[src/rtl/sha_pkg.sv]
// ----------------------------------------------------------------------------
// SHA-256 package
// Types, round constants and helper functions shared by the hash core.
// ----------------------------------------------------------------------------
package sha_pkg;

  localparam int BlockBytesDefault = 64;

  typedef enum logic [2:0] {
    ST_IDLE,
    ST_PAD,
    ST_COMP,
    ST_FOLD,
    ST_OUT
  } state_t;

  typedef struct packed {
    logic        start;
    logic        last_blk;
  } comp_ctrl_t;

  function automatic logic [31:0] round_k(input logic [5:0] t);
    logic [31:0] k;
    unique case (t)
      6'd0: k = 32'h428a2f98;  6'd1: k = 32'h71374491;  6'd2: k = 32'hb5c0fbcf;
      6'd3: k = 32'he9b5dba5;  6'd4: k = 32'h3956c25b;  6'd5: k = 32'h59f111f1;
      6'd6: k = 32'h923f82a4;  6'd7: k = 32'hab1c5ed5;  6'd8: k = 32'hd807aa98;
      6'd9: k = 32'h12835b01;  6'd10: k = 32'h243185be; 6'd11: k = 32'h550c7dc3;
      6'd12: k = 32'h72be5d74; 6'd13: k = 32'h80deb1fe; 6'd14: k = 32'h9bdc06a7;
      6'd15: k = 32'hc19bf174; 6'd16: k = 32'he49b69c1; 6'd17: k = 32'hefbe4786;
      6'd18: k = 32'h0fc19dc6; 6'd19: k = 32'h240ca1cc; 6'd20: k = 32'h2de92c6f;
      6'd21: k = 32'h4a7484aa; 6'd22: k = 32'h5cb0a9dc; 6'd23: k = 32'h76f988da;
      6'd24: k = 32'h983e5152; 6'd25: k = 32'ha831c66d; 6'd26: k = 32'hb00327c8;
      6'd27: k = 32'hbf597fc7; 6'd28: k = 32'hc6e00bf3; 6'd29: k = 32'hd5a79147;
      6'd30: k = 32'h06ca6351; 6'd31: k = 32'h14292967; 6'd32: k = 32'h27b70a85;
      6'd33: k = 32'h2e1b2138; 6'd34: k = 32'h4d2c6dfc; 6'd35: k = 32'h53380d13;
      6'd36: k = 32'h650a7354; 6'd37: k = 32'h766a0abb; 6'd38: k = 32'h81c2c92e;
      6'd39: k = 32'h92722c85; 6'd40: k = 32'ha2bfe8a1; 6'd41: k = 32'ha81a664b;
      6'd42: k = 32'hc24b8b70; 6'd43: k = 32'hc76c51a3; 6'd44: k = 32'hd192e819;
      6'd45: k = 32'hd6990624; 6'd46: k = 32'hf40e3585; 6'd47: k = 32'h106aa070;
      6'd48: k = 32'h19a4c116; 6'd49: k = 32'h1e376c08; 6'd50: k = 32'h2748774c;
      6'd51: k = 32'h34b0bcb5; 6'd52: k = 32'h391c0cb3; 6'd53: k = 32'h4ed8aa4a;
      6'd54: k = 32'h5b9cca4f; 6'd55: k = 32'h682e6ff3; 6'd56: k = 32'h748f82ee;
      6'd57: k = 32'h78a5636f; 6'd58: k = 32'h84c87814; 6'd59: k = 32'h8cc70208;
      6'd60: k = 32'h90befffa; 6'd61: k = 32'ha4506ceb; 6'd62: k = 32'hbef9a3f7;
      default: k = 32'hc67178f2;
    endcase
    return k;
  endfunction

  function automatic logic [31:0] init_hash(input logic [2:0] i);
    logic [31:0] h;
    unique case (i)
      3'd0: h = 32'h6a09e667; 3'd1: h = 32'hbb67ae85;
      3'd2: h = 32'h3c6ef372; 3'd3: h = 32'ha54ff53a;
      3'd4: h = 32'h510e527f; 3'd5: h = 32'h9b05688c;
      3'd6: h = 32'h1f83d9ab; default: h = 32'h5be0cd19;
    endcase
    return h;
  endfunction

  function automatic logic [31:0] rotr(input logic [31:0] v, input int n);
    return (v >> n) | (v << (32 - n));
  endfunction

endpackage

[src/rtl/sha_buf_mem.sv]
// ----------------------------------------------------------------------------
// SHA-256 block buffer
// 16 x 32-bit word memory with byte write enables, registered read.
// ----------------------------------------------------------------------------
module sha_buf_mem (
  input  logic        clk,
  input  logic        we,
  input  logic [3:0]  waddr,
  input  logic [3:0]  wbe,
  input  logic [31:0] wdata,
  input  logic [3:0]  raddr,
  output logic [31:0] rdata
);
  logic [31:0] mem [16];

  always_ff @(posedge clk) begin
    if (we) begin
      for (int b = 0; b < 4; b++) begin
        if (wbe[b]) mem[waddr][b*8 +: 8] <= wdata[b*8 +: 8];
      end
    end
    rdata <= mem[raddr];
  end
endmodule

[src/rtl/sha_round.sv]
// ----------------------------------------------------------------------------
// SHA-256 compression engine
// One round per cycle; schedule window in a 16-entry register array, chain value in
// an 8-entry memory folded back after round 63.
// ----------------------------------------------------------------------------
module sha_round (
  input  logic                clk,
  input  logic                rst,
  input  sha_pkg::comp_ctrl_t ctrl,
  output logic [3:0]          buf_raddr,
  input  logic [31:0]         buf_rdata,
  input  logic                hash_clear,
  input  logic [2:0]          hash_raddr,
  output logic [31:0]         hash_rdata,
  output logic                busy,
  output logic                done
);
  import sha_pkg::*;

  // chain value: valid bits give the initial constants until written
  logic [31:0] hmem [8];
  logic [7:0]  hvalid;
  logic [31:0] hq;
  logic [2:0]  hraddr_q;

  // rolling schedule window held in registers (read at several taps)
  logic [31:0] w [16];
  logic [31:0] a, b, c, d, e, f, g, h;
  logic [6:0]  t;     // 0..63 rounds, 64..72 fold (reads to 71, writes from 65)
  logic        run;
  logic        wait_rd;

  logic [31:0] wt, t1, t2, s0, s1;
  logic [3:0]  fidx;
  logic [31:0] fold_add;

  assign busy = run | wait_rd;
  assign buf_raddr = run ? t[3:0] + 4'd1 : 4'd0;

  always_comb begin
    s1 = rotr(w[14], 17) ^ rotr(w[14], 19) ^ (w[14] >> 10);
    s0 = rotr(w[1], 7) ^ rotr(w[1], 18) ^ (w[1] >> 3);
    wt = (t < 7'd16) ? buf_rdata : s1 + w[9] + s0 + w[0];
    t1 = h + (rotr(e, 6) ^ rotr(e, 11) ^ rotr(e, 25)) + ((e & f) ^ (~e & g))
         + round_k(t[5:0]) + wt;
    t2 = (rotr(a, 2) ^ rotr(a, 13) ^ rotr(a, 22)) + ((a & b) ^ (a & c) ^ (b & c));
    fidx = t[3:0] - 4'd1;
    unique case (fidx[2:0])
      3'd0: fold_add = a; 3'd1: fold_add = b; 3'd2: fold_add = c;
      3'd3: fold_add = d; 3'd4: fold_add = e; 3'd5: fold_add = f;
      3'd6: fold_add = g; default: fold_add = h;
    endcase
  end

  logic [2:0]  hidx;
  logic [31:0] hval;
  assign hidx = run ? t[2:0] : hash_raddr;

  always_ff @(posedge clk) begin
    hq <= hmem[hidx];
    hraddr_q <= hidx;
  end
  assign hval = hvalid[hraddr_q] ? hq : init_hash(hraddr_q);
  assign hash_rdata = hval;

  // sequence: start -> wait_rd (buf word0 read) -> 64 rounds -> fold
  // fold reads chain word k at t=64+k and writes it back in the cycle after
  always_ff @(posedge clk) begin
    if (rst) begin
      run <= 1'b0; wait_rd <= 1'b0; t <= '0; hvalid <= '0; done <= 1'b0;
    end else begin
      done <= run && (t == 7'd72);
      if (hash_clear) hvalid <= '0;
      if (ctrl.start) begin
        wait_rd <= 1'b1; t <= '0;
      end else if (wait_rd) begin
        wait_rd <= 1'b0; run <= 1'b1;
      end else if (run) begin
        t <= t + 7'd1;
        if (t >= 7'd65) begin
          hmem[fidx[2:0]] <= hval + fold_add;
          hvalid[fidx[2:0]] <= 1'b1;
        end
        if (t == 7'd72) run <= 1'b0;
      end
    end
  end

  // working variables load from the chain value: a loaded during rounds
  // is impractical with one read port, so initial vars come from a shadow
  logic [31:0] init_v [8];
  always_ff @(posedge clk) begin
    if (run && t < 7'd64) begin
      for (int i = 0; i < 15; i++) w[i] <= w[i+1];
      w[15] <= wt;
      h <= g; g <= f; f <= e; e <= d + t1; d <= c; c <= b; b <= a; a <= t1 + t2;
    end else if (ctrl.start) begin
      a <= init_v[0]; b <= init_v[1]; c <= init_v[2]; d <= init_v[3];
      e <= init_v[4]; f <= init_v[5]; g <= init_v[6]; h <= init_v[7];
    end
    if (rst || hash_clear) begin
      for (int i = 0; i < 8; i++) init_v[i] <= init_hash(3'(i));
    end else if (run && t >= 7'd65) begin
      init_v[fidx[2:0]] <= hval + fold_add;
    end
  end
endmodule

[src/rtl/sha256_message_hash_core.sv]
// ----------------------------------------------------------------------------
// SHA-256 message hash core
// Bytes are taken only while idle; the 64th byte of a block starts a
// compression (read, 64 rounds, fold of the 8 chain words, done).
// An end item pads one byte per cycle to the end of each final block, runs
// one or two compressions, then emits the 8 words one at a time.
// Input stalls while the one-round-per-cycle engine compresses a block.
// Synchronous reset returns chain value to the initial constants.
// ----------------------------------------------------------------------------
module sha256_message_hash_core #(
  parameter int BLOCK_BYTES = sha_pkg::BlockBytesDefault
) (
  input  logic        clk,
  input  logic        rst,
  input  logic        valid_in,
  output logic        stall_in,
  input  logic [7:0]  data_byte,
  input  logic        byte_present,
  input  logic        end_of_message,
  output logic        valid_out,
  input  logic        stall_out,
  output logic [31:0] digest_word,
  output logic [2:0]  word_index,
  output logic        final_word
);
  import sha_pkg::*;

  localparam int PW = $clog2(BLOCK_BYTES);

  state_t      state, state_next;
  logic [60:0] byte_count;
  logic [PW-1:0] pad_pos;
  logic        two_blk, last_blk;
  logic        cbusy, cdone, pend_last;
  logic        ended;
  logic [2:0]  oidx;
  logic [2:0]  oaddr;
  logic        oload;
  comp_ctrl_t  ctrl;

  logic        we;
  logic [3:0]  waddr, wbe, raddr;
  logic [31:0] wdata, rdata;
  logic [PW-1:0] rem;
  logic [63:0] bits;
  logic        acc;
  logic [7:0]  pb;
  logic [31:0] hrd;

  assign rem  = byte_count[PW-1:0];
  assign bits = {byte_count, 3'b000};
  assign acc  = valid_in && !stall_in;
  assign oaddr = (valid_out && !stall_out) ? oidx + 3'd1 : oidx;

  sha_buf_mem u_buf (
    .clk(clk), .we(we), .waddr(waddr), .wbe(wbe), .wdata(wdata),
    .raddr(raddr), .rdata(rdata)
  );

  sha_round u_round (
    .clk(clk), .rst(rst), .ctrl(ctrl), .buf_raddr(raddr), .buf_rdata(rdata),
    .hash_clear(state == ST_OUT && oload && valid_out && !stall_out && final_word),
    .hash_raddr(oaddr), .hash_rdata(hrd), .busy(cbusy), .done(cdone)
  );

  always_comb begin
    state_next = state;
    unique case (state)
      ST_IDLE: if (acc) begin
        if (byte_present && rem == PW'(BLOCK_BYTES - 1)) state_next = ST_COMP;
        else if (end_of_message) state_next = ST_PAD;
      end
      ST_PAD:  if (pad_pos == PW'(BLOCK_BYTES - 1)) state_next = ST_COMP;
      ST_COMP: if (cdone) begin
        if (!ended) state_next = ST_IDLE;
        else if (pend_last) state_next = ST_FOLD;
        else state_next = ST_PAD;
      end
      ST_FOLD: state_next = ST_OUT;
      ST_OUT:  if (valid_out && !stall_out && final_word) state_next = ST_IDLE;
      default: state_next = ST_IDLE;
    endcase
  end

  // pad byte at pad_pos within the pad blocks
  always_comb begin
    pb = 8'h00;
    if (!two_blk || !last_blk) begin
      if (pad_pos == rem) pb = 8'h80;
    end
    if ((!two_blk || last_blk) && pad_pos >= PW'(BLOCK_BYTES - 8))
      pb = bits[(7 - 32'(pad_pos - PW'(BLOCK_BYTES - 8))) * 8 +: 8];
    if (two_blk && !last_blk && pad_pos < rem) pb = 8'h00;
  end

  always_comb begin
    we = 1'b0; waddr = '0; wbe = '0; wdata = '0;
    ctrl.start = 1'b0; ctrl.last_blk = last_blk;
    if (state == ST_IDLE && acc && byte_present) begin
      we = 1'b1; waddr = rem[PW-1:2]; wbe = 4'b1000 >> rem[1:0];
      wdata = {4{data_byte}};
    end
    if (state == ST_PAD && (two_blk && !last_blk ? pad_pos >= rem : pad_pos >= rem
        || two_blk)) begin
      we = 1'b1; waddr = pad_pos[PW-1:2]; wbe = 4'b1000 >> pad_pos[1:0];
      wdata = {4{pb}};
    end
    if ((state == ST_IDLE && acc && byte_present && rem == PW'(BLOCK_BYTES - 1)) ||
        (state == ST_PAD && pad_pos == PW'(BLOCK_BYTES - 1)))
      ctrl.start = 1'b1;
  end

  assign stall_in  = (state != ST_IDLE);
  assign valid_out = (state == ST_OUT) && oload;
  assign final_word = (oidx == 3'd7);
  assign word_index = oidx;

  always_ff @(posedge clk) begin
    if (rst) begin
      state <= ST_IDLE; byte_count <= '0; pad_pos <= '0; ended <= 1'b0;
      two_blk <= 1'b0; last_blk <= 1'b0; pend_last <= 1'b0; oidx <= '0;
      oload <= 1'b0;
    end else begin
      state <= state_next;
      if (state == ST_IDLE && acc) begin
        if (byte_present) byte_count <= byte_count + 61'd1;
        if (end_of_message) begin
          ended <= 1'b1;
          last_blk <= 1'b0;
          // full data block goes out first, then a pad block from byte 0
          if (byte_present && rem == PW'(BLOCK_BYTES - 1)) begin
            two_blk <= 1'b0; pad_pos <= '0; pend_last <= 1'b0;
          end else begin
            pad_pos <= byte_present ? rem + PW'(1) : rem;
            two_blk <= (byte_present ? rem + PW'(1) : rem) >= PW'(BLOCK_BYTES - 8);
            pend_last <= (byte_present ? rem + PW'(1) : rem) < PW'(BLOCK_BYTES - 8);
          end
        end
      end
      if (state == ST_PAD) pad_pos <= pad_pos + PW'(1);
      if (state == ST_COMP && cdone && ended && !pend_last) begin
        last_blk <= 1'b1; pend_last <= 1'b1; pad_pos <= '0;
      end
      if (state == ST_FOLD) begin
        oidx <= '0; oload <= 1'b0;
      end
      if (state == ST_OUT) begin
        if (!oload) oload <= 1'b1;
        else if (!stall_out) begin
          oload <= 1'b0;
          oidx <= oidx + 3'd1;
          if (final_word) begin
            byte_count <= '0; ended <= 1'b0;
          end
        end
      end
    end
  end

  always_ff @(posedge clk) begin
    if (state == ST_OUT && !oload) digest_word <= hrd;
  end

  a_no_in_busy: assert property (@(posedge clk) disable iff (rst)
    cbusy |-> stall_in) else $error("input taken during compression");
  a_out_idle: assert property (@(posedge clk) disable iff (rst)
    valid_out |-> !cbusy) else $error("output while compressing");
  a_final_ret: assert property (@(posedge clk) disable iff (rst)
    (valid_out && !stall_out && final_word) |=> state == ST_IDLE)
    else $error("no return to idle");
endmodule

[config.mk]
export PLATFORM = sky130hd
export DESIGN_NAME = sha256_message_hash_core
export DESIGN_NICKNAME = d
export VERILOG_FILES = /design/src/rtl/sha_pkg.sv /design/src/rtl/sha_buf_mem.sv /design/src/rtl/sha_round.sv /design/src/rtl/sha256_message_hash_core.sv
export SDC_FILE = /design/constraint.sdc
export NUM_CORES = 2
export LEC_CHECK = 0
export ABC_AREA = 1
export BUFFER_PORTS_ARGS = -buffer_cell sky130_fd_sc_hd__buf_2
export CORE_MARGIN = 2
export CORE_UTILIZATION = 45
export CTS_BUF_LIST = sky130_fd_sc_hd__clkbuf_4
export DETAILED_ROUTE_END_ITERATION = 8
export PLACE_DENSITY_LB_ADDON = 0.15
export SYNTH_ARGS = -nofsm -noshare
export SYNTH_HDL_FRONTEND = slang
export SYNTH_SLANG_ARGS = --single-unit
[constraint.sdc]
create_clock -name clk -period 33.4 [get_ports clk]
set_clock_uncertainty 0.2 [all_clocks]
set_input_delay 3.34 -clock clk [delete_from_list [all_inputs] [get_ports clk]]
set_output_delay 3.34 -clock clk [all_outputs]
set_load 0.01 [all_outputs]
==> impl_metrics.toml <==
[clock_network]
postCtsSetupBuffers = 0
insertion_delay_ns = 1.36
clockRootBuffer = "clkbuf_4"
clkSinkCount = 2019
cts-htree-levels = 6
post_cts_resized = 0
cts_buffers = 566
hold_buffers = 0
cts.clk_slew.worst_paths_ns = 0.06
clockBufferDepth = 4
cts_tree = "done"

[worst_setup_path]
critPathCaptureType = "register"
critPathLaunchType = "register"
crit_path_max_fanout = 4
cpMaxStageDelayCell = "xor2_1"
cpPeakStageDelay_ns = 0.71
worstPathArrival_ns = 11.96
r2r_slack_ns = 22.41
path_class = "register to register"
required_ns = 34.37

[worst_hold_path]
hold_class = "register to register"

[routing]
drc = 0
drt_wl_total_um = 323000
dr_total_vias = 69458
drtAntennaViolNets = 0
dr_wl_met3_um = 30000
met1_length_um = 142000
routed-wl-met2_um = 142000
dr.max_layer_used = "met5"
wire_per_inst_um = 26.2
vias_per_cell = 5.62
drt_first_pass_iters = 6
drt-initial-drc-count = 8503

[floorplanning]
die-area_um2 = 216000
core_area_um2 = 211000
die_x_um = 465
start_util = 0.452
die_h_um = 465
ios = 52
row_count = 169

[timing]
fin_ws_ns = 22.41
grt_setup_unrepaired = "false"
whs_ns = 0.195
setup_violations = 0
slew_violations = 0
worst_pin_slew_ns = 1.33
post-route-min-period_ns = 10.99
relSlewSlack = 0.113
setup_tns_ns = 0
fmax_mhz = 91.0
finalCritPeriodShare = 0.329
hold_violations = 0

[cells_and_area]
nFillCells = 19425
finalInstanceArea_um2 = 106000
area_growth_pct = 11.0
finalNetCount = 9524
drive_gt1_frac = 0.124

[placed_design]
dpl.hpwl_um = 222000
gp_congestion = 0.962
placed_cell_area_um2 = 98900
dp_slack_ns = 22.78
portBuffers = 51

[status]
outcome = "finished clean"

[logic_synthesis]
yosys.area.top_type = "edfxtp_1"
synth.most_common_cell = "edfxtp_1"
syn-instance-count = 8788
synth_top_area_share = 0.574
synth-compound-area-share = 0.104
synth-xor-area-share = 0.0356
synth_area_leaders = "edfxtp_1 (57%), nand2_1 (5.1%), nor2_1 (4.5%)"
synth_mux_area_frac = 0.000105
synth.distinct_cells = 73
synthAdderAreaFrac = 0.0650
synth_fp_nets = 9185
synth-simple-area-share = 0.125
synth.avg_cell_area_um2 = 10.9
yosys_warnings = 0
postSynth.asyncResetShare = 0
yosysSeqAreaShare = 0.614
ys.flop_type = "edfxtp_1"
synth_top_family_by_area = "simple AND/OR/NAND/NOR gates"
synth_seq_cells = 2019
synth_common_cells = "edfxtp_1 (1,824), nand2_1 (1,288), nor2_1 (1,150), inv_1 (964), o21ai_0 (752)"
synth_area_um2 = 95500
synth-edff-count = 1824

[global_routing]
grt_use_total = 0.294
grt_max_degree = 147
gr-total-overflow = 0
grt_pass1_wl_um = 463000
grt_pass1_vias = 66838
antenna_found_initial = 18

[power_and_ir_drop]
finalPower_mw = 6.46
ir_worst_vdd_mv = 0.0522
leakage_nw = 40.3
powerDensity_nw_per_um2 = 60.9

[flow_run]
max-cap-violations = 0
-- cell type report --
| type | count | area (um2) | share of cell area |
|---|---|---|---|
| sequential | 2019 | 58700 | 0.554 |
| inverter | 989 | 3730 | 0.0352 |
| timing repair buffer | 154 | 1040 | 0.00982 |
| clock buffer | 842 | 6320 | 0.0597 |
| clock inverter | 114 | 723 | 0.00682 |
| antenna | 15 | 37.5 | 0.000354 |
| multi-input combinational | 5397 | 31900 | 0.301 |
| tap | 2821 | 3530 | 0.0333 |
-- final timing paths --
| path | from | end | cells past startpoint |
|---|---|---|---|
| setup reg to reg | u_round.w[3][86] | u_round.a[21] | 36 |
| setup / recovery | u_round.w[3][86] | u_round.a[21] | 36 |
| hold / removal | u_round.w[2][67] | u_round.w[2][35] | 0 |
| hold reg to reg | u_round.w[2][67] | u_round.w[2][35] | 0 |
-- metrics by stage --
stage                util  cells
floorplan               -   8788
global placement    0.468  11380
detailed placement  0.468  11380
CTS                 0.501  12336
global route        0.501  12343
finish              0.501  12351
-- cell families after synthesis --
kind of cell,Yosys count
simple gates,2927
xor+xnor,387
buf+inv,1372
compound gates,1699
mux,1
flops,2019
fa+ha+maj,383
-- state kept, by name, indices dropped and copies added, names as in the netlist, 3 cells and up, named ones only --
signal / cells
byte_count: 61
u_round.init_v: 256
u_round.h: 32
u_round.t: 7
pad_pos: 6
u_round.g: 32
u_round.hmem: 256
u_round.f: 32
u_round.b: 32
digest_word: 32
u_buf.rdata: 32
u_round.hq: 32
u_round.d: 32
u_round.c: 32
u_round.hvalid: 8
u_round.w: 512
u_buf.mem: 512
u_round.e: 32
state: 3
u_round.hraddr_q: 3
word_index: 3
u_round.a: 32
-- power by group --
group          internal (mW)  total, mW  switching [mW]  leakage, nW
clock                   1.22       2.28            1.06         4.23
sequential              2.79       2.81          0.0220         17.8
combinational          0.411       1.37           0.962         18.2
-- worst max-delay path, delay by kind of cell (launching register included) --
family,cells,cell delay (ns)
AOI/OAI and AO/OA,12,3.18
xor gates and xnor gates,4,1.40
adders and majority gates,8,3.59
buffers and inverters,4,0.27
DFF,1,0.51
and+or+nand+nor,8,1.61
-- placed cells by master (no fill, tap or decap), types with 15 or more instances in the layout --
master / n
inv_2: 35
nand2_1: 1285
o21ai_0: 744
o22ai_1: 174
xor2_1: 190
clkinv_1: 72
clkbuf_4: 842
dfxtp_1: 195
o32ai_1: 16
a211oi_1: 32
fa_1: 188
nand3_1: 256
a31oi_1: 46
ha_1: 195
inv_1: 958
o21bai_1: 28
buf_2: 51
a21o_1: 22
a21oi_1: 324
nor2_1: 1136
o221ai_1: 22
nor2_4: 19
o211ai_1: 32
a22oi_1: 26
or2_2: 24
diode_2: 15
nand4_1: 46
edfxtp_1: 1824
xnor2_1: 182
o21ai_1: 37
nor4_1: 17
buf_4: 102
o311ai_0: 113
nor3_1: 91
-- routing by layer --
layer / GRT usage / up-vias
met4: 0.0881 / 14
met2: 0.438 / 3308
li1: - / 31324
met1: 0.432 / 34294
met5: 0 / -
met3: 0.0619 / 518
Power figures use the tool's default switching activity.
